File: config.mk
export PLATFORM = sky130hd
export DESIGN_NAME = fbpa_ctrl
export DESIGN_NICKNAME = d
export VERILOG_FILES = /design/src/rtl/fbpa_pkg.sv /design/src/rtl/fbpa_ctrl.sv
export SDC_FILE = /design/constraint.sdc
export NUM_CORES = 1
export LEC_CHECK = 0
export BUFFER_PORTS_ARGS = -buffer_cell sky130_fd_sc_hd__buf_4
export CAP_MARGIN = 20
export CORE_AREA = 8 8 45 47
export DETAILED_ROUTE_END_ITERATION = 6
export DIE_AREA = 0 0 53 55
export GPL_TIMING_DRIVEN = 0
export PLACE_DENSITY = 0.43
export SLEW_MARGIN = 40
export SYNTH_ARGS = -nofsm -noshare
export SYNTH_HDL_FRONTEND = slang
export SYNTH_SLANG_ARGS = --single-unit
File: constraint.sdc
create_clock -name clk_i -period 2.5 [get_ports clk_i]
set_input_delay 0.5 -clock clk_i [delete_from_list [all_inputs] [get_ports clk_i]]
set_output_delay 0.5 -clock clk_i [all_outputs]
set_load 0.01 [all_outputs]
File: src/rtl/fbpa_pkg.sv
package fbpa_pkg;

  localparam int CNT_W       = 11;
  localparam int BSIZE_W     = 17;
  localparam int FIELD_AW    = 32;
  localparam int IDX_OUT_W   = 10;
  localparam int APB_ADDR_W  = 4;
  localparam int APB_DATA_W  = 32;
  localparam int REG_IDX_W   = 2;

  // Register indexes; byte address is four times the index.
  localparam logic [REG_IDX_W-1:0] REG_BLK_BYTES    = 2'd0;
  localparam logic [REG_IDX_W-1:0] REG_POOL_BLOCKS  = 2'd1;
  localparam logic [REG_IDX_W-1:0] REG_BASE_ADDRESS = 2'd2;

  localparam logic [BSIZE_W-1:0] BLK_BYTES_RST   = 17'd64;
  localparam logic [CNT_W-1:0]   POOL_BLOCKS_RST = 11'd1024;

  localparam logic KIND_ALLOC = 1'b0;
  localparam logic KIND_FREE  = 1'b1;

  localparam logic STATUS_OK    = 1'b0;
  localparam logic STATUS_EMPTY = 1'b1;

  typedef struct packed {
    logic load;
    logic lazy;
    logic rd;
    logic div_start;
    logic commit;
  } fbpa_cmd_t;

  typedef struct packed {
    logic div_busy;
  } fbpa_sts_t;

  typedef struct packed {
    logic                  we;
    logic [REG_IDX_W-1:0]  idx;
    logic [APB_DATA_W-1:0] wdata;
  } fbpa_cfg_t;

endpackage

File: src/rtl/fbpa_ctrl.sv
module fbpa_ctrl (
  input  logic                 clk_i,
  input  logic                 rst_ni,
  input  logic                 in_valid_i,
  input  logic                 kind_i,
  output logic                 in_ready_o,
  input  logic                 out_ready_i,
  output logic                 out_valid_o,
  input  fbpa_pkg::fbpa_sts_t  sts_i,
  output fbpa_pkg::fbpa_cmd_t  cmd_o
);

  typedef enum logic [2:0] {
    S_IDLE,
    S_LAZY,
    S_RD,
    S_DIV_GO,
    S_DIV_WAIT,
    S_CMT
  } state_e;

  state_e state_q;
  logic   out_valid_q;
  logic   slot_free;

  // The output word may be replaced in the same cycle it is taken.
  assign slot_free   = !out_valid_q || out_ready_i;
  assign in_ready_o  = (state_q == S_IDLE);
  assign out_valid_o = out_valid_q;

  always_comb begin
    cmd_o           = '0;
    cmd_o.load      = (state_q == S_IDLE) && in_valid_i;
    cmd_o.lazy      = (state_q == S_LAZY);
    cmd_o.rd        = (state_q == S_RD);
    cmd_o.div_start = (state_q == S_DIV_GO);
    cmd_o.commit    = (state_q == S_CMT) && slot_free;
  end

  always_ff @(posedge clk_i or negedge rst_ni) begin
    if (!rst_ni) begin
      state_q     <= S_IDLE;
      out_valid_q <= 1'b0;
    end else begin
      unique case (state_q)
        S_IDLE: begin
          if (in_valid_i) begin
            state_q <= (kind_i == fbpa_pkg::KIND_FREE) ? S_DIV_GO : S_LAZY;
          end
        end
        S_LAZY:   state_q <= S_RD;
        S_RD:     state_q <= S_CMT;
        S_DIV_GO: state_q <= S_DIV_WAIT;
        S_DIV_WAIT: begin
          if (!sts_i.div_busy) begin
            state_q <= S_CMT;
          end
        end
        S_CMT: begin
          if (slot_free) begin
            state_q <= S_IDLE;
          end
        end
        default: state_q <= S_IDLE;
      endcase
      if (cmd_o.commit) begin
        out_valid_q <= 1'b1;
      end else if (out_ready_i) begin
        out_valid_q <= 1'b0;
      end
    end
  end

  a_commit_shows: assert property (@(posedge clk_i) disable iff (!rst_ni)
    cmd_o.commit |=> out_valid_o)
    else $error("committed result not presented");

  a_accept_busy: assert property (@(posedge clk_i) disable iff (!rst_ni)
    (in_valid_i && in_ready_o) |=> !in_ready_o)
    else $error("new word taken while an item is in progress");

  a_one_cmd: assert property (@(posedge clk_i) disable iff (!rst_ni)
    $onehot0(cmd_o))
    else $error("more than one datapath command at once");

  a_div_runs: assert property (@(posedge clk_i) disable iff (!rst_ni)
    cmd_o.div_start |=> sts_i.div_busy)
    else $error("divider did not start");

  a_no_overwrite: assert property (@(posedge clk_i) disable iff (!rst_ni)
    (out_valid_o && !out_ready_i) |-> !cmd_o.commit)
    else $error("pending result overwritten");

endmodule

==> summary.md <==
| Metric | Value |
|---|---|
| Setup Total Neg Slack | 0 ns |
| Initial drt markers | 0 |
| Clk sinks | 4 |
| Crit. End Element | primary output |
| Initial antenna violation count | 0 |
| Pins over their slew limit | 0 |
| Ys Warns | 0 |
| Seq pwr share | 0.346 |
| Buffer depth of the longest clock path | 2 |
| Drt wl/cell | 11.0 µm |
| Maximum vdd drop | 0.384 mV |
| H-tree lvl count | 1 |
| Final hold vios | 0 |
| Die W | 53 µm |
| Antenna Cells | 0 |
| Setup violators final | 0 |
| Mean number of vias per cell | 3.98 |
| CP Max Fanout | 8 |
| Final total power | 0.407 mW |
| Die height | 55 µm |
| Port bufs | 12 |
| Synth Register Bits | 4 |
| Total CTS buffers | 3 |
| Clock root buffer | clkbuf_4 |
| Synth-to-layout area growth | 62.4% |
| FP Rows | 14 |
| Layout cell share with drive strength beyond 1 | 0.410 |
| Worst setup path end | cmd_o[4] |
| Placed Area | 323 µm² |
| Logic gate share of total power | 0.457 |
| TritonCTS clock tree | yes |
| GPL Wtd Cong | 0.667 |
| Vias in the first global route | 233 |
| Hold_ws | 0.0509 ns |
| Distinct cells, synth | 13 |
| HP Class | primary input to asynchronous set/reset pin |
| Switching share of power | 0.389 |
| RSZ-0062 raised after global routing | false |
| Worst EP required | 2.00 ns |
| Antenna viol nets, final | 0 |
| Starting Density | 0.154 |
| FMAX | 0.587 GHz |
| Clk_lat worst skew | 0.23 ns |
| Leak | 0.171 nW |
| Post-CTS Resized | 0 |
| Sw power | 0.159 mW |
| DR vias | 219 |
| Final instance area | 345 µm² |
| Startpoint types | flop |
| Final core occ | 0.250 |
| Fin nets | 47 |
| Seq/Total Area, Yosys | 0.471 |
| Cell Area, Synth | 213 µm² |
| Gr ovfl total | 0 |
| Postcts setup bufs | 0 |
| First-pass GRT wire length | 1040 µm |
| Worst Clk Skew | 0.00383 ns |
| Worst-margin pin slew | 0.243 ns |
| Outcome | finished clean |
| Minimum clock period | 1.70 ns |
| Pwr dens | 1180 nW/µm² |
| Launch point of the worst path | state_q[1] |
| # DRC | 0 |
| Reg-to-Reg Start | state_q[1] |
| Max-cap check violation count | 0 |
| P_int | 0.248 mW |
| Register-to-Register Setup Slack | 1.36 ns |
| Net Count, Synth | 30 |
| Largest net degree at the start of global routing | 9 |
| Period utilisation layout | 0.681 |
| Worst R2R End | state_q[0] |
| Clk pwr share | 0.197 |
| Pre-antenna DRT Iters | 1 |
| Hold Buf Count CTS | 0 |
| Final HPWL DP | 474 µm |
| Core area | 1380 µm² |
| Max_slew headroom | 0.838 |
| Mean Syn Cell Area | 8.86 µm² |
| Worst-path clk slew | 0.04 ns |
| Overall Global Routing Usage | 0.0503 |
| Worst path arrival time | 1.20 ns |
| I/O Pins | 13 |
| Post-Route WL | 606 µm |
| R2R cell count | 2 |
| Die Area | 2920 µm² |
| CP Class | flop to primary output |
| Syn Inst Count | 24 |
-- worst max-delay path, stage by stage (launching register included) --
cell and delay, ns:
dfrtp_1 0.44, nor3_1 0.26, and2_1 0.16, buf_4 0.11
-- cell type report --
cell class / instances / area (µm²)
clock buffer: 3 / 22.5
fill: 159 / 1040
inverter: 1 / 3.75
multi-input combinational: 19 / 109
sequential: 4 / 100
tap: 16 / 20.0
timing repair buffer: 12 / 90.1
-- power by group through the flow --
stage	clock, mW	combinational (mW)	sequential (mW)
after global placement	0	0.193	0.142
after detailed placement	0	0.191	0.142
after global routing	0.0920	0.212	0.149
after floorplan	0	0.101	0.131
final	0.0802	0.186	0.141
after CTS	0.0843	0.192	0.141
-- synthesized netlist by cell type --
cell type	count	share of area
a21oi_1	1	0.024
nor3_1	3	0.071
inv_1	1	0.018
nor2_1	4	0.071
or4b_1	1	0.047
o21ai_0	3	0.071
o211ai_2	1	0.059
nand3b_1	1	0.035
nand2b_1	2	0.059
dfrtp_1	4	0.47
and2_1	1	0.029
nand2_1	1	0.018
nor2b_1	1	0.029
-- placed cells by master, fill, tap and decap left out --
cell type	instances
nor2b_1	1
or4b_1	1
nor3_1	3
o211ai_2	1
clkbuf_4	3
inv_1	1
o21ai_0	3
nand3b_1	1
nand2b_1	2
a21oi_1	1
dfrtp_1	4
and2_1	1
nand2_1	1
buf_4	12
nor2_1	4
-- worst min path at each step --
stage | endpoint | cells after the start | slack, ns | start
final | state_q[0] | 1 | 0.05 | rst_ni
after global placement | out_valid_o | 1 | 0.30 | rst_ni
after floorplan | out_valid_o | 0 | 0.20 | rst_ni
after detailed placement | state_q[0] | 1 | 0.30 | rst_ni
after CTS | state_q[0] | 1 | 0.04 | rst_ni
after global routing | state_q[0] | 1 | 0.04 | rst_ni
-- logic make-up (layout without fill, tap and decap cells) --
kind of cell,Yosys count,in the layout,synth area share
buffers and inverters,1,16,0.0176
AOI/OAI and AO/OA,5,5,0.153
and+or+nand+nor,14,14,0.359
DFF,4,4,0.471
-- per-stage QoR --
step	setup WS [ns]	cells
2_1_floorplan	1.00	24
3_3_place_gp	1.00	52
3_5_place_dp	1.01	52
4_1_cts	0.783	55
5_1_grt	0.678	55
6_report	0.797	55
-- flip-flops by register name, summed over array words and instances, names as in the netlist --
signal,count
out_valid_o,1
state_q,3
-- metal layers --
metal | routed length [µm] | vias up | GRT usage
li1 | - | 116 | -
met1 | 341 | 89 | 0.0686
met2 | 182 | 14 | 0.0469
met3 | 82 | 0 | 0.0455
met4 | 0 | 0 | 0.0259
met5 | 0 | - | 0
No activity file was read; power rests on OpenSTA's default activity.
